## src/hw/rtl/assert_macros.svh

```systemverilog
// ---------------------------------------------------------------------------
// assertion macros
// shared concurrent assertion forms for the rtl
// ---------------------------------------------------------------------------
`ifndef ASSERT_MACROS_SVH
`define ASSERT_MACROS_SVH

// expression holds at every clock edge outside reset
`define ASSERT_ALWAYS(label, clk, rst, expr) \
   label: assert property (@(posedge clk) disable iff (rst) (expr)) \
      else $error("%m: assertion failed");

// consequent holds in the same cycle as the antecedent
`define ASSERT_IMPLIES(label, clk, rst, ante, cons) \
   label: assert property (@(posedge clk) disable iff (rst) (ante) |-> (cons)) \
      else $error("%m: assertion failed");

// consequent holds in the cycle after the antecedent
`define ASSERT_NEXT(label, clk, rst, ante, cons) \
   label: assert property (@(posedge clk) disable iff (rst) (ante) |=> (cons)) \
      else $error("%m: assertion failed");

`endif

```

## src/hw/rtl/hbd_pkg.sv

```systemverilog
// ---------------------------------------------------------------------------
// hbd_pkg
// types, codes and helpers shared by the http body deframer
// ---------------------------------------------------------------------------
package hbd_pkg;

   localparam int COUNT_BITS = 32;
   localparam int LINE_CHARS = 64;
   localparam int LINE_BITS  = $clog2(LINE_CHARS);

   // request queue between front and back, and result queue
   localparam int QDEPTH    = 2;
   localparam int QPTR_BITS = (QDEPTH > 1) ? $clog2(QDEPTH) : 1;
   localparam int QCNT_BITS = $clog2(QDEPTH + 1);

   localparam logic [63:0] COUNT_MAX_W = 64'((65'd1 << COUNT_BITS) - 65'd1);

   // request kinds
   localparam logic [1:0] KIND_BYTE  = 2'd0;
   localparam logic [1:0] KIND_EOS   = 2'd1;
   localparam logic [1:0] KIND_START = 2'd2;

   // csr indexes
   localparam logic [1:0] CSR_CHUNKED_MODE   = 2'd0;
   localparam logic [1:0] CSR_LENGTH_KNOWN   = 2'd1;
   localparam logic [1:0] CSR_CONTENT_LENGTH = 2'd2;

   // body phase
   localparam logic [2:0] PH_CLOSE    = 3'd0;
   localparam logic [2:0] PH_COUNTED  = 3'd1;
   localparam logic [2:0] PH_SIZELINE = 3'd2;
   localparam logic [2:0] PH_DATA     = 3'd3;
   localparam logic [2:0] PH_TRAILER  = 3'd4;
   localparam logic [2:0] PH_DONE     = 3'd5;
   localparam logic [2:0] PH_ERROR    = 3'd6;

   // size line parse phase
   localparam logic [2:0] HX_SPACE  = 3'd0;
   localparam logic [2:0] HX_SIGN   = 3'd1;
   localparam logic [2:0] HX_ZERO   = 3'd2;
   localparam logic [2:0] HX_PREFIX = 3'd3;
   localparam logic [2:0] HX_DIGITS = 3'd4;
   localparam logic [2:0] HX_STOP   = 3'd5;

   // characters
   localparam logic [7:0] CHAR_NL    = 8'h0A;
   localparam logic [7:0] CHAR_CR    = 8'h0D;
   localparam logic [7:0] CHAR_SP    = 8'h20;
   localparam logic [7:0] CHAR_TAB   = 8'h09;
   localparam logic [7:0] CHAR_VT    = 8'h0B;
   localparam logic [7:0] CHAR_FF    = 8'h0C;
   localparam logic [7:0] CHAR_PLUS  = 8'h2B;
   localparam logic [7:0] CHAR_MINUS = 8'h2D;
   localparam logic [7:0] CHAR_ZERO  = 8'h30;
   localparam logic [7:0] CHAR_X_LO  = 8'h78;
   localparam logic [7:0] CHAR_X_UP  = 8'h58;

   typedef struct packed {
      logic [1:0] kind;
      logic [7:0] data_byte;
   } req_item_type;

   typedef struct packed {
      logic [7:0] payload_byte;
      logic       payload_valid;
      logic       body_done;
      logic       body_error;
   } rsp_item_type;

   typedef struct packed {
      logic        chunked_mode;
      logic        length_known;
      logic [31:0] content_length;
   } cfg_type;

   // classified request handed from front to back
   typedef struct packed {
      logic [1:0] kind;
      logic [7:0] data_byte;
      logic       is_nl;
      logic       is_cr;
      logic       is_ws;
      logic       is_plus;
      logic       is_minus;
      logic       is_zero;
      logic       is_x;
      logic       is_hex;
      logic [3:0] hex_val;
   } cmd_type;

   function automatic logic [COUNT_BITS-1:0] clamp_length(input logic [31:0] len);
      logic [63:0] wide;
      wide = 64'(len);
      if (wide > COUNT_MAX_W) return '1;
      return COUNT_BITS'(wide);
   endfunction

endpackage

```

## src/hw/rtl/http_body_deframer.sv

```systemverilog
// a request passes the front queue, its result the result queue, which drives the rsp ports
// throughput: one request per cycle sustained, with both sides flowing
// the front queue and the result queue each hold two entries, so either side may stall alone
// reset: synchronous, active high; csr registers clear to zero, the body starts close delimited
// and both queues come up empty; no clearing pass, requests are taken right after reset
// ---------------------------------------------------------------------------
// http_body_deframer
// http/1.1 body deframer: length, close delimited and chunked transfer coding
// ---------------------------------------------------------------------------
module http_body_deframer (
   input  logic                  clock,
   input  logic                  reset,
   // request side
   input  logic                  req_push,
   output logic                  req_full,
   input  hbd_pkg::req_item_type req_item,
   // result side
   output logic                  rsp_empty,
   input  logic                  rsp_pop,
   output hbd_pkg::rsp_item_type rsp_item,
   // csr write channel
   input  logic                  csr_valid,
   output logic                  csr_ready,
   input  logic [1:0]            csr_index,
   input  logic [31:0]           csr_wdata
);
   import hbd_pkg::*;

   // csr registers, read by the back end only when a start request is executed
   logic        chunked_mode_ff, chunked_mode_in;
   logic        length_known_ff, length_known_in;
   logic [31:0] content_length_ff, content_length_in;
   logic        csr_write;
   cfg_type     cfg;

   // front to back request queue
   logic        cq_valid;
   cmd_type     cq_cmd;
   logic        cq_pop;

   // csr writes are always accepted
   assign csr_ready = 1'b1;
   assign csr_write = csr_valid && csr_ready;

   always_comb begin
      chunked_mode_in   = chunked_mode_ff;
      length_known_in   = length_known_ff;
      content_length_in = content_length_ff;
      if (csr_write) begin
         unique case (csr_index)
            CSR_CHUNKED_MODE:   chunked_mode_in   = csr_wdata[0];
            CSR_LENGTH_KNOWN:   length_known_in   = csr_wdata[0];
            CSR_CONTENT_LENGTH: content_length_in = csr_wdata;
            // index beyond the register list is dropped
            default:            content_length_in = content_length_ff;
         endcase
      end
   end

   always_ff @(posedge clock) begin
      if (reset) begin
         chunked_mode_ff   <= 1'b0;
         length_known_ff   <= 1'b0;
         content_length_ff <= '0;
      end else begin
         chunked_mode_ff   <= chunked_mode_in;
         length_known_ff   <= length_known_in;
         content_length_ff <= content_length_in;
      end
   end

   always_comb begin
      cfg.chunked_mode   = chunked_mode_ff;
      cfg.length_known   = length_known_ff;
      cfg.content_length = content_length_ff;
   end

   // front: classifies each request byte (newline, cr, whitespace, sign, zero, x, hex digit)
   // and queues it
   hbd_front u_front (
      .clock    (clock),
      .reset    (reset),
      .req_push (req_push),
      .req_full (req_full),
      .req_item (req_item),
      .cq_valid (cq_valid),
      .cq_cmd   (cq_cmd),
      .cq_pop   (cq_pop)
   );

   // back: phase machine, size line hex accumulate with saturation, result queue;
   // it takes one queued request per cycle whenever the result queue has room
   hbd_back u_back (
      .clock     (clock),
      .reset     (reset),
      .cfg       (cfg),
      .cq_valid  (cq_valid),
      .cq_cmd    (cq_cmd),
      .cq_pop    (cq_pop),
      .rsp_empty (rsp_empty),
      .rsp_pop   (rsp_pop),
      .rsp_item  (rsp_item)
   );

endmodule

```

## src/hw/rtl/hbd_front.sv

```systemverilog
// ---------------------------------------------------------------------------
// hbd_front
// classifies incoming requests and holds them in a short queue
// ---------------------------------------------------------------------------
`include "assert_macros.svh"

module hbd_front (
   input  logic                  clock,
   input  logic                  reset,
   input  logic                  req_push,
   output logic                  req_full,
   input  hbd_pkg::req_item_type req_item,
   output logic                  cq_valid,
   output hbd_pkg::cmd_type      cq_cmd,
   input  logic                  cq_pop
);
   import hbd_pkg::*;

   cmd_type               cmd;
   cmd_type               cq_mem_ff [QDEPTH];
   logic [QPTR_BITS-1:0]  wr_ptr_ff, wr_ptr_in;
   logic [QPTR_BITS-1:0]  rd_ptr_ff, rd_ptr_in;
   logic [QCNT_BITS-1:0]  cq_cnt_ff, cq_cnt_in;
   logic                  push_ok;
   logic [7:0]            b;

   // byte classes used by the size line parser
   always_comb begin
      b            = req_item.data_byte;
      cmd.kind     = req_item.kind;
      cmd.data_byte = b;
      cmd.is_nl    = (b == CHAR_NL);
      cmd.is_cr    = (b == CHAR_CR);
      cmd.is_ws    = (b == CHAR_SP) || (b == CHAR_TAB) || (b == CHAR_VT) || (b == CHAR_FF);
      cmd.is_plus  = (b == CHAR_PLUS);
      cmd.is_minus = (b == CHAR_MINUS);
      cmd.is_zero  = (b == CHAR_ZERO);
      cmd.is_x     = (b == CHAR_X_LO) || (b == CHAR_X_UP);
      cmd.is_hex   = 1'b1;
      cmd.hex_val  = 4'd0;
      if (b >= 8'h30 && b <= 8'h39) begin
         cmd.hex_val = 4'(b - 8'h30);
      end else if (b >= 8'h61 && b <= 8'h66) begin
         cmd.hex_val = 4'(b - 8'h57);
      end else if (b >= 8'h41 && b <= 8'h46) begin
         cmd.hex_val = 4'(b - 8'h37);
      end else begin
         cmd.is_hex = 1'b0;
      end
   end

   assign req_full = (cq_cnt_ff == QCNT_BITS'(QDEPTH));
   assign push_ok  = req_push && !req_full;
   assign cq_valid = (cq_cnt_ff != '0);
   assign cq_cmd   = cq_mem_ff[rd_ptr_ff];

   always_comb begin
      wr_ptr_in = wr_ptr_ff;
      rd_ptr_in = rd_ptr_ff;
      cq_cnt_in = cq_cnt_ff;
      if (push_ok) begin
         wr_ptr_in = (wr_ptr_ff == QPTR_BITS'(QDEPTH - 1)) ? '0 : wr_ptr_ff + QPTR_BITS'(1);
      end
      if (cq_pop) begin
         rd_ptr_in = (rd_ptr_ff == QPTR_BITS'(QDEPTH - 1)) ? '0 : rd_ptr_ff + QPTR_BITS'(1);
      end
      if (push_ok && !cq_pop) begin
         cq_cnt_in = cq_cnt_ff + QCNT_BITS'(1);
      end else if (!push_ok && cq_pop) begin
         cq_cnt_in = cq_cnt_ff - QCNT_BITS'(1);
      end
   end

   always_ff @(posedge clock) begin
      if (reset) begin
         wr_ptr_ff <= '0;
         rd_ptr_ff <= '0;
         cq_cnt_ff <= '0;
      end else begin
         wr_ptr_ff <= wr_ptr_in;
         rd_ptr_ff <= rd_ptr_in;
         cq_cnt_ff <= cq_cnt_in;
      end
   end

   always_ff @(posedge clock) begin
      if (push_ok) begin
         cq_mem_ff[wr_ptr_ff] <= cmd;
      end
   end

   `ASSERT_ALWAYS(a_cq_bound, clock, reset, cq_cnt_ff <= QCNT_BITS'(QDEPTH))
   `ASSERT_IMPLIES(a_cq_pop_nonempty, clock, reset, cq_pop, cq_cnt_ff != '0)

endmodule

```

## src/hw/rtl/hbd_back.sv

```systemverilog
// ---------------------------------------------------------------------------
// hbd_back
// body phase machine, size line parser and result queue
// ---------------------------------------------------------------------------
`include "assert_macros.svh"

module hbd_back (
   input  logic                  clock,
   input  logic                  reset,
   input  hbd_pkg::cfg_type      cfg,
   input  logic                  cq_valid,
   input  hbd_pkg::cmd_type      cq_cmd,
   output logic                  cq_pop,
   output logic                  rsp_empty,
   input  logic                  rsp_pop,
   output hbd_pkg::rsp_item_type rsp_item
);
   import hbd_pkg::*;

   logic [2:0]            phase_ff, phase_in;
   logic [COUNT_BITS-1:0] rem_ff, rem_in;
   logic [LINE_BITS-1:0]  line_len_ff, line_len_in;
   logic [2:0]            hx_ff, hx_in;
   logic                  neg_ff, neg_in;
   logic                  saw_nl_ff, saw_nl_in;

   rsp_item_type          rq_mem_ff [QDEPTH];
   logic [QPTR_BITS-1:0]  rq_wr_ff, rq_wr_in;
   logic [QPTR_BITS-1:0]  rq_rd_ff, rq_rd_in;
   logic [QCNT_BITS-1:0]  rq_cnt_ff, rq_cnt_in;

   logic                  room;
   logic                  fire;
   logic                  rsp_take;
   logic                  valid_in;
   logic [COUNT_BITS-1:0] rem_dec;
   logic [COUNT_BITS-1:0] rem_acc;
   logic [COUNT_BITS-1:0] start_len;
   rsp_item_type          result;
   logic                  start_chunked;
   logic                  fwd_phase;

   assign rsp_take  = rsp_pop && (rq_cnt_ff != '0);
   assign room      = (rq_cnt_ff != QCNT_BITS'(QDEPTH)) || rsp_take;
   assign fire      = cq_valid && room;
   assign cq_pop    = fire;
   assign rsp_empty = (rq_cnt_ff == '0);
   assign rsp_item  = rq_mem_ff[rq_rd_ff];

   assign rem_dec   = (rem_ff != '0) ? rem_ff - COUNT_BITS'(1) : rem_ff;
   // saturate once a further digit would not fit
   assign rem_acc   = (rem_ff[COUNT_BITS-1 -: 4] != 4'd0) ? '1
                      : {rem_ff[COUNT_BITS-5:0], cq_cmd.hex_val};
   assign start_len = clamp_length(cfg.content_length);

   // phases in which body bytes pass through
   assign fwd_phase     = (phase_ff == PH_CLOSE) || (phase_ff == PH_COUNTED) ||
                          (phase_ff == PH_DATA);
   assign start_chunked = fire && (cq_cmd.kind == KIND_START) && cfg.chunked_mode;

   always_comb begin
      phase_in    = phase_ff;
      rem_in      = rem_ff;
      line_len_in = line_len_ff;
      hx_in       = hx_ff;
      neg_in      = neg_ff;
      saw_nl_in   = saw_nl_ff;
      valid_in    = 1'b0;
      unique case (cq_cmd.kind)
         KIND_BYTE: begin
            unique case (phase_ff)
               PH_CLOSE: valid_in = 1'b1;
               PH_COUNTED: begin
                  valid_in = 1'b1;
                  rem_in   = rem_dec;
                  if (rem_dec == '0) phase_in = PH_DONE;
               end
               PH_SIZELINE: begin
                  if (cq_cmd.is_nl) begin
                     if (line_len_ff != '0) begin
                        if (neg_ff && rem_ff != '0) begin
                           phase_in = PH_ERROR;
                        end else if (rem_ff == '0) begin
                           phase_in  = PH_TRAILER;
                           saw_nl_in = 1'b1;
                        end else begin
                           phase_in = PH_DATA;
                        end
                        line_len_in = '0;
                        hx_in       = HX_SPACE;
                        neg_in      = 1'b0;
                     end
                  end else if (!cq_cmd.is_cr &&
                               line_len_ff < LINE_BITS'(LINE_CHARS - 1)) begin
                     line_len_in = line_len_ff + LINE_BITS'(1);
                     case (hx_ff)
                        HX_SPACE, HX_SIGN: begin
                           if (hx_ff == HX_SPACE && cq_cmd.is_ws) begin
                              hx_in = hx_ff;
                           end else if (hx_ff == HX_SPACE &&
                                        (cq_cmd.is_plus || cq_cmd.is_minus)) begin
                              neg_in = cq_cmd.is_minus;
                              hx_in  = HX_SIGN;
                           end else if (cq_cmd.is_zero) begin
                              hx_in = HX_ZERO;
                           end else if (cq_cmd.is_hex) begin
                              rem_in = rem_acc;
                              hx_in  = HX_DIGITS;
                           end else begin
                              hx_in = HX_STOP;
                           end
                        end
                        HX_ZERO: begin
                           if (cq_cmd.is_x) begin
                              hx_in = HX_PREFIX;
                           end else if (cq_cmd.is_hex) begin
                              rem_in = rem_acc;
                              hx_in  = HX_DIGITS;
                           end else begin
                              hx_in = HX_STOP;
                           end
                        end
                        HX_PREFIX, HX_DIGITS: begin
                           if (cq_cmd.is_hex) begin
                              rem_in = rem_acc;
                              hx_in  = HX_DIGITS;
                           end else begin
                              hx_in = HX_STOP;
                           end
                        end
                        default: hx_in = hx_ff;
                     endcase
                  end
               end
               PH_DATA: begin
                  valid_in = 1'b1;
                  rem_in   = rem_dec;
                  if (rem_dec == '0) begin
                     phase_in    = PH_SIZELINE;
                     line_len_in = '0;
                     hx_in       = HX_SPACE;
                     neg_in      = 1'b0;
                  end
               end
               PH_TRAILER: begin
                  if (cq_cmd.is_nl) begin
                     if (saw_nl_ff) phase_in = PH_DONE;
                     else saw_nl_in = 1'b1;
                  end else if (!cq_cmd.is_cr) begin
                     saw_nl_in = 1'b0;
                  end
               end
               default: valid_in = 1'b0;
            endcase
         end
         KIND_EOS: begin
            unique case (phase_ff)
               PH_CLOSE, PH_TRAILER: phase_in = PH_DONE;
               PH_DONE, PH_ERROR:    phase_in = phase_ff;
               default:              phase_in = PH_ERROR;
            endcase
         end
         KIND_START: begin
            line_len_in = '0;
            hx_in       = HX_SPACE;
            neg_in      = 1'b0;
            saw_nl_in   = 1'b0;
            rem_in      = '0;
            if (cfg.chunked_mode) begin
               phase_in = PH_SIZELINE;
            end else if (cfg.length_known) begin
               rem_in   = start_len;
               phase_in = (start_len == '0) ? PH_DONE : PH_COUNTED;
            end else begin
               phase_in = PH_CLOSE;
            end
         end
         default: phase_in = phase_ff;
      endcase
   end

   always_comb begin
      result.payload_byte  = valid_in ? cq_cmd.data_byte : 8'd0;
      result.payload_valid = valid_in;
      result.body_done     = (phase_in == PH_DONE);
      result.body_error    = (phase_in == PH_ERROR);
   end

   always_comb begin
      rq_wr_in  = rq_wr_ff;
      rq_rd_in  = rq_rd_ff;
      rq_cnt_in = rq_cnt_ff;
      if (fire) begin
         rq_wr_in = (rq_wr_ff == QPTR_BITS'(QDEPTH - 1)) ? '0 : rq_wr_ff + QPTR_BITS'(1);
      end
      if (rsp_take) begin
         rq_rd_in = (rq_rd_ff == QPTR_BITS'(QDEPTH - 1)) ? '0 : rq_rd_ff + QPTR_BITS'(1);
      end
      if (fire && !rsp_take) begin
         rq_cnt_in = rq_cnt_ff + QCNT_BITS'(1);
      end else if (!fire && rsp_take) begin
         rq_cnt_in = rq_cnt_ff - QCNT_BITS'(1);
      end
   end

   always_ff @(posedge clock) begin
      if (reset) begin
         phase_ff    <= PH_CLOSE;
         rem_ff      <= '0;
         line_len_ff <= '0;
         hx_ff       <= HX_SPACE;
         neg_ff      <= 1'b0;
         saw_nl_ff   <= 1'b0;
         rq_wr_ff    <= '0;
         rq_rd_ff    <= '0;
         rq_cnt_ff   <= '0;
      end else begin
         if (fire) begin
            phase_ff    <= phase_in;
            rem_ff      <= rem_in;
            line_len_ff <= line_len_in;
            hx_ff       <= hx_in;
            neg_ff      <= neg_in;
            saw_nl_ff   <= saw_nl_in;
         end
         rq_wr_ff  <= rq_wr_in;
         rq_rd_ff  <= rq_rd_in;
         rq_cnt_ff <= rq_cnt_in;
      end
   end

   always_ff @(posedge clock) begin
      if (fire) begin
         rq_mem_ff[rq_wr_ff] <= result;
      end
   end

   `ASSERT_IMPLIES(a_counted_nonzero, clock, reset, phase_ff == PH_COUNTED, rem_ff != '0)
   `ASSERT_NEXT(a_start_chunked, clock, reset, start_chunked, phase_ff == PH_SIZELINE)
   `ASSERT_IMPLIES(a_payload_phase, clock, reset, fire && valid_in, fwd_phase)

endmodule

```

## config.mk

```make
export PLATFORM = sky130hd
export DESIGN_NAME = http_body_deframer
export DESIGN_NICKNAME = d
export VERILOG_FILES = /design/src/hw/rtl/hbd_pkg.sv /design/src/hw/rtl/http_body_deframer.sv /design/src/hw/rtl/hbd_front.sv /design/src/hw/rtl/hbd_back.sv
export VERILOG_INCLUDE_DIRS = /design/src /design/src/hw/rtl
export SDC_FILE = /design/constraint.sdc
export NUM_CORES = 1
export LEC_CHECK = 0
export BUFFER_PORTS_ARGS = -buffer_cell sky130_fd_sc_hd__buf_4
export CORE_UTILIZATION = 40
export CTS_CLUSTER_DIAMETER = 120
export DETAILED_ROUTE_END_ITERATION = 7
export HOLD_SLACK_MARGIN = 0.12
export PLACE_DENSITY = 0.68
export REMOVE_ABC_BUFFERS = 1
export SLEW_MARGIN = 20
export SYNTH_ARGS = -nofsm -noshare
export SYNTH_HDL_FRONTEND = slang
export SYNTH_HIERARCHICAL = 1
export SYNTH_SLANG_ARGS = --single-unit
```

## constraint.sdc

```tcl
create_clock -name clock -period 2.92 [get_ports clock]
set_input_delay 0.292 -clock clock [delete_from_list [all_inputs] [get_ports clock]]
set_output_delay 0.292 -clock clock [all_outputs]
set_load 0.03 [all_outputs]
```

==> summary.md, run 1 <==
| Metric | Value |
|---|---|
| Synthesis-stage register bit count | `156` |
| Max-slew violation total from the final report | `0` |
| Violations in the final reports | `setup timing` |
| Largest delay contributor family on the critical path | `simple AND/OR/NAND/NOR gates` |
| Placed cell area | `0.0104 mm2` |
| I/O pin cnt | `63` |
| Status | `finished, violations left` |
| Maximum number of pins on one net before global-route repair | `54` |
| Area occupied by registers | `0.00379 mm2` |
| Synthesized area per cell | `9.62 um2` |
| Clock edge transition at the registers on the reported setup and hold paths | `0.08 ns` |
| Root Buffer Master | `clkbuf_16` |
| Final setup slack of the worst path | `-0.248 ns` |
| Most frequent cells in the layout | `buf_4 (224), dfxtp_1 (86), nor2_1 (78)` |
| Inserted Diodes | `0` |
| Drt wl/cell | `17.7 um` |
| Signal arrival time at the worst endpoint | `3.54 ns` |
| Insertion delay to the later sink of the worst-skew pair | `0.44 ns` |
| Non-filler instance count after layout | `1,412` |
| Aggregate routed wire length | `24,900 um` |
| Total number of yosys warnings | `6` |
| Final Cycle Share | `108%` |
| Highest ir drop seen on vdd | `0.000586 V` |
| Placer congestion estimate | `0.958` |
| Flop-to-flop setup slack | `-0.25 ns` |
| CTS tree | `yes` |
| Number of DRC markers after the initial detailed-route iteration | `799` |
| Total routing resource utilization after global routing | `22.9%` |
| Required time reported for the critical path endpoint | `3.29 ns` |
| Layout Cell Area excl Fill | `0.0118 mm2` |
| Final critical path time including I/O delays and setup | `3.17 ns` |
| Drt pass-1 iters | `5` |
| Overall power consumption | `0.0150 W` |
| Number of maximum-capacitance violations | `0` |
| Initial core utilization | `41.3%` |
| Count of filler cells inserted in the layout | `1,778` |
| Highest clock rate | `0.316 GHz` |
| Placement Rows | `53` |
| Die outline area | `0.0226 mm2` |
| Combinational group share of total power | `63.8%` |
| Leading cell type in the layout, fill and taps excluded | `buf_4` |
| Actual slew at the worst max-slew pin | `0.949 ns` |
| Power Density | `1270 mW/mm2` |
| Htree depth | `4` |
| DRC violation count after routing | `0` |
| Fraction of final layout cells sized beyond drive strength 1 | `31.0%` |
| Worst slack after detailed placement | `-0.344 ns` |
| Final net count | `1,183` |
| Cell type of the slowest stage on the worst timing path | `or4_4` |
| Routed Antenna Nets | `0` |
| Crit. End Element | `flip-flop` |
| Congestion Overflow GR | `0` |
| Die height | `150 um` |
| Total net switching power | `0.00652 W` |
| Proportion of synthesized flip-flops having asynchronous set or reset | `0%` |
| Antenna violations before repair | `0` |
| Biggest fanout along the worst timing path | `4` |
| Mapped cell area | `0.00879 mm2` |
| Hold/Removal Path Class | `in2reg` |
| Number of enable-type register cells in the synthesized netlist | `66` |
| Relative slew margins | `36.8%` |
| Count of different cell masters after synthesis | `81` |
| Via density per instance | `5.69` |
| Primary flip-flop cell chosen by synthesis mapping | `dfxtp_1` |
| Fraction of power spent switching nets | `43.6%` |
| Internal Power | `0.00844 W` |
| First-pass GRT wire length | `39,900 um` |
| Input/output buffers | `61` |
| Total vias in the final route | `8,035` |
| CTS Sinks | `156` |
| Post-Place Cells | `1,331` |
| Portion of the post-synthesis area used by sequential elements | `43.1%` |
| Via count of the first global-routing pass | `7,734` |
| Floorplan die width | `150 um` |
| Static Leakage | `4.58 nW` |
| Number of hold violations in the final report | `0` |
| Part of the total power dissipated in sequential elements | `21.0%` |
| Buffers plus inverters on the worst setup path | `2` |
| Power share of the clock group | `15.2%` |
| Unrepaired setup endpoints after global routing | `true` |
| HPWL after DPL | `17,600 um` |
| Type of origin of the critical path | `flip-flop` |
| Area growth from synthesis to final layout | `34.3%` |
| Clock buffer depth | `2` |
| Gate count after technology mapping | `914` |
| Area of the core region | `0.0213 mm2` |
| TritonCTS Buffers | `17` |
| Largest clock skew in the final design | `0.0135 ns` |
| List of cells traversed by the critical path | `buf_6, or4_4, o21a_1, nor4_2, nor3_1, or4_4, nor3_4, a31oi_4, buf_6, or3_1, a21oi_2` |
| Total area of multi-input combinational cells | `0.00487 mm2` |
| CP peak stage delay | `0.57 ns` |
| Number of setup violations in the final report | `14` |
| CP Class | `reg2reg` |
-- repair_timing --
item / CTS / global route
resized for setup: 51 / 29
endpoints found under the setup margin: 41 / 42
endpoints found under the hold margin: 32 / 0
hold buffers: 23 / 0
pin swaps: 27 / 9
gates cloned: 0 / 0
buffers inserted: 19 / 7
-- tightest hold or removal path: stages --
cell      delay (ns)
buf_4           0.11
nand2b_1        0.05
mux2i_1         0.06
-- layout make-up --
type	count	area share (%)
multi-input cells	670	41.3
repair buffers	261	17.9
clock inverters	15	1.62
inverters	18	0.594
flip-flops and latches	156	32.1
clock buffers	17	3.60
well taps	275	2.92
-- path summary, 6_finish.rpt --
check	start	end	cells past startpoint
worst max-delay path	u_back/rem_ff[0]	u_back/hx_ff[2]	11
worst min-delay path	csr_wdata[12]	content_length_ff[12]	3
worst max register to register	u_back/rem_ff[0]	u_back/hx_ff[2]	11
worst min register to register	length_known_ff	length_known_ff	2
-- state kept, by name (all words and copies together), names as in the netlist, 2 cells and up, named ones only --
register            flops
u_back/rq_cnt_ff        2
u_back/line_len_ff      6
content_length_ff      32
u_back/hx_ff            3
u_front/cq_mem_ff      44
u_back/rq_mem_ff       22
u_back/phase_ff         3
u_back/rem_ff          32
u_front/cq_cnt_ff       2
-- Yosys cell counts, drive strengths merged (6+ instances only) --
cell type	number	area (um2)
ha	10	125
xor2	10	87.6
mux2i	37	370
or4	12	97.6
a221oi	7	61.3
or3	11	68.8
a21oi	48	240
o221ai	14	123
nand2	33	124
nand4	13	93.8
a211oi	29	218
nor2	81	304
nor2b	10	62.6
nand3	7	35.0
a31oi	6	37.5
nor4b	8	76.3
buf	23	180
nand2b	70	438
o21ai	37	185
xnor2	13	114
dfxtp	90	1800
inv	17	63.8
and2	12	76.3
nor3	61	332
edfxtp	66	1980
mux2	33	372
o31ai	10	75.1
nor4	25	244
clkbuf	47	176
-- metal layers --
layer	vias to the layer above	global-route usage (%)	share of wire [%]
met2	332	37.2	47
met1	3793	28.9	43
met4	0	11.6	3.9
met5	-	0	0
met3	65	4.33	5.9
li1	3845	-	-
-- power groups by stage --
stage | Combinational (W) | Sequential [W] | Clock [W]
floorplan | 0.00434 | 0.00323 | 0
finish | 0.00956 | 0.00314 | 0.00227
detailed placement | 0.00832 | 0.00316 | 0
CTS | 0.00902 | 0.00314 | 0.00231
global route | 0.0102 | 0.00320 | 0.00241
global placement | 0.00833 | 0.00314 | 0
-- kinds of logic (layout without fill, tap and decap cells) --
| group | after synthesis | count (layout) | share of synthesized area (%) |
|---|---|---|---|
| buffers and inverters | 88 | 311 | 4.83 |
| muxes | 70 | 70 | 8.44 |
| xor gates and xnor gates | 23 | 23 | 2.29 |
| DFF | 156 | 156 | 43.1 |
| AOI/OAI and AO/OA | 201 | 201 | 15.7 |
| other | 1 | 1 | 0.0427 |
| and+or+nand+nor | 365 | 365 | 24.3 |
| adders and majority gates | 10 | 10 | 1.42 |
-- per-stage QoR --
step	utilization (%)	TNS [ns]	hold slack, ns
global route	55.4	-3.10	0.123
floorplan	-	-56.64	0.361
global placement	49.0	-1.35	0.460
finish	55.4	-2.14	0.128
CTS	54.6	-0.674	0.120
detailed placement	49.0	-2.70	0.473
Note: power is estimated with default switching activity, not from simulation.
==> inputs of run 2 (changes only) <==
==> constraint.sdc (replaced) <==
create_clock -name clock -period 2.92 [get_ports clock]
set_input_delay 0.584 -clock clock [delete_from_list [all_inputs] [get_ports clock]]
set_output_delay 0.584 -clock clock [all_outputs]
set_load 0.03 [all_outputs]
==> run 2 against run 1 <==
Compared with the run above: routed wire length up 2.8%; clock power increased by 3%; die area stayed put; setup slack better by 0.10 ns; the run still ends with setup timing left; register-to-register slack improved by 0.10 ns; core utilization down 0.28 points; non-clock buffer count decreased by 15; final cell count shrank 1.1%.
==> summary.md, run 2 (synthesis results as in run 1) <==
| Metric | Value |
|---|---|
| Hold/Removal Path Class | `in2reg` |
| Leading cell type in the layout, fill and taps excluded | `buf_4` |
| Via count of the first global-routing pass | `7,455 (-3.6%)` |
| Congestion Overflow GR | `0 (unchanged)` |
| Actual slew at the worst max-slew pin | `0.771 ns (-0.178 ns)` |
| Maximum number of pins on one net before global-route repair | `92 (+70%)` |
| List of cells traversed by the critical path | `buf_6, nor4_4, nand4_1, or2_4, buf_6, nor3_4, xor2_2, buf_4, nor3_4, a31oi_4, or4_4, a21oi_2` |
| Power Density | `1330 mW/mm2 (+5.0%)` |
| Final setup slack of the worst path | `-0.144 ns (+0.103 ns)` |
| Placement Rows | `53 (unchanged)` |
| Number of maximum-capacitance violations | `0 (unchanged)` |
| Routed Antenna Nets | `0 (unchanged)` |
| Unrepaired setup endpoints after global routing | `true` |
| Die outline area | `0.0226 mm2 (unchanged)` |
| Power share of the clock group | `14.9% (-0.3 points)` |
| Placer congestion estimate | `0.941 (-1.8%)` |
| Largest clock skew in the final design | `0.0179 ns (+0.00440 ns)` |
| Inserted Diodes | `0 (unchanged)` |
| Aggregate routed wire length | `25,600 um (+2.8%)` |
| Final core occ | `55.2% (-0.28 points)` |
| Violations in the final reports | `setup timing` |
| Static Leakage | `4.56 nW (-0.40%)` |
| Placed cell area | `0.0104 mm2 (about the same)` |
| Drt wl/cell | `18.3 um (+3.9%)` |
| I/O pin cnt | `63 (unchanged)` |
| Count of filler cells inserted in the layout | `1,884 (+6.0%)` |
| Total vias in the final route | `7,930 (-1.3%)` |
| Total net switching power | `0.00681 W (+4.3%)` |
| CP Class | `reg2reg` |
| Combinational group share of total power | `64.8% (+1.0 points)` |
| Highest ir drop seen on vdd | `0.000687 V (+17%)` |
| Status | `finished, violations left` |
| CTS Sinks | `156 (unchanged)` |
| Area growth from synthesis to final layout | `33.6%` |
| Htree depth | `4 (unchanged)` |
| Worst slack after detailed placement | `-0.353 ns (-0.00813 ns)` |
| Area of the core region | `0.0213 mm2 (unchanged)` |
| Flip-flop count of the largest register after layout | `44 (unchanged)` |
| Root Buffer Master | `clkbuf_16` |
| Highest clock rate | `0.326 GHz (+3.4%)` |
| Number of hold violations in the final report | `0 (unchanged)` |
| TritonCTS Buffers | `17 (unchanged)` |
| Drt pass-1 iters | `5 (unchanged)` |
| Fraction of final layout cells sized beyond drive strength 1 | `34.0% (+3.0 points)` |
| Final net count | `1,168 (-1.3%)` |
| Max-slew violation total from the final report | `0 (unchanged)` |
| DRC violation count after routing | `0 (unchanged)` |
| Register bank with the most flops | `u_front/cq_mem_ff` |
| Number of setup violations in the final report | `9 (-5)` |
| HPWL after DPL | `17,700 um (+0.28%)` |
| Die height | `150 um (unchanged)` |
| Type of origin of the critical path | `flip-flop` |
| Signal arrival time at the worst endpoint | `3.44 ns (-0.10 ns)` |
| Part of the total power dissipated in sequential elements | `20.3% (-0.7 points)` |
| CP peak stage delay | `0.53 ns (-0.04 ns)` |
| Fraction of power spent switching nets | `43.5% (-0.070 points)` |
| Floorplan die width | `150 um (unchanged)` |
| Layout Cell Area excl Fill | `0.0117 mm2 (-0.51%)` |
| Via density per instance | `5.68 (-0.25%)` |
| Biggest fanout along the worst timing path | `6 (+2)` |
| Largest registers ranked by flip-flop count | `u_front/cq_mem_ff: 44 flops, content_length_ff: 32 flops, u_back/rem_ff: 32 flops` |
| Required time reported for the critical path endpoint | `3.30 ns (about the same)` |
| Internal Power | `0.00883 W (+4.6%)` |
| Crit. End Element | `flip-flop` |
| Insertion delay to the later sink of the worst-skew pair | `0.45 ns (about the same)` |
| Number of DRC markers after the initial detailed-route iteration | `615 (-23%)` |
| Clock edge transition at the registers on the reported setup and hold paths | `0.07 ns (about the same)` |
| Initial core utilization | `41.3% (unchanged)` |
| Input/output buffers | `61 (unchanged)` |
| Cell type of the slowest stage on the worst timing path | `or4_4` |
| Final Cycle Share | `105% (-3.5 points)` |
| Total routing resource utilization after global routing | `23.3% (+0.45 points)` |
| Clock buffer depth | `2 (unchanged)` |
| Relative slew margins | `48.6% (+12 points)` |
| CTS tree | `yes` |
| Antenna violations before repair | `0 (unchanged)` |
| Most frequent cells in the layout | `buf_4 (230), dfxtp_1 (85), nor2_1 (77)` |
| Final critical path time including I/O delays and setup | `3.06 ns (-0.103 ns)` |
| First-pass GRT wire length | `40,200 um (+0.76%)` |
run 2: critical path, delay by kind of cell, from the launching register on:
| family | cells | cell delay [ns] |
|---|---|---|
| buffers and inverters | 3 | 0.42 |
| AOI/OAI and AO/OA | 2 | 0.24 |
| and+or+nand+nor | 6 | 1.85 |
| DFF | 1 | 0.36 |
| xor gates and xnor gates | 1 | 0.13 |
run 2: layout make-up:
cell class                      count  area (um2)  share of cell area [%]
Tap cell                          275         344                    2.93
Sequential cell                   156        3790                    32.3
Clock inverter                     15         196                    1.67
Timing Repair Buffer              246        1920                    16.3
Multi-Input combinational cell    670        4990                    42.5
Clock buffer                       17         425                    3.62
Inverter                           18        70.1                   0.597
run 2: repair_timing:
action / 4_1_cts / 5_1_grt
pin swaps: 24 / 35
setup endpoints to repair: 45 / 33
cloned: 0 / 1
hold buffers: 0 / 0
setup buffers: 16 / 13
resized for setup: 59 / 46
run 2: worst paths after layout:
| check | slack [ns] | endpoint | cells past startpoint | from |
|---|---|---|---|---|
| hold reg to reg | 0.48 | length_known_ff | 2 | length_known_ff |
| setup / recovery | -0.14 | u_back/hx_ff[0] | 12 | u_back/rem_ff[3] |
| setup reg to reg | -0.14 | u_back/hx_ff[0] | 12 | u_back/rem_ff[3] |
| hold / removal | 0.32 | u_front/cq_mem_ff[1][20] | 1 | req_item[8] |
run 2: per-layer routing:
| metal | global-route usage [%] | share of wire, % |
|---|---|---|
| met5 | 0 | 0 |
| met4 | 9.09 | 2.8 |
| met3 | 3.91 | 4.8 |
| met2 | 38.5 | 48 |
| met1 | 30.3 | 45 |
run 2: power by group through the flow:
| stage | Clock (W) | Combinational [W] | Sequential [W] |
|---|---|---|---|
| 3_5_place_dp | 0 | 0.00830 | 0.00319 |
| 5_1_grt | 0.00245 | 0.0108 | 0.00322 |
| 4_1_cts | 0.00237 | 0.00927 | 0.00316 |
| 3_3_place_gp | 0 | 0.00832 | 0.00317 |
| 6_report | 0.00233 | 0.0101 | 0.00317 |
| 2_1_floorplan | 0 | 0.00434 | 0.00323 |
run 2: per-stage QoR:
stage / hold WS [ns] / TNS, ns / cells / power [W]
final: 0.321 / -0.926 / 1397 / 0.0156
after global routing: 0.306 / -2.42 / 1397 / 0.0165
after CTS: 0.308 / -0.707 / 1383 / 0.0148
after detailed placement: 0.468 / -3.69 / 1335 / 0.0115
after global placement: 0.461 / -2.07 / 1335 / 0.0115
after floorplan: 0.447 / -56.64 / 844 / 0.00757
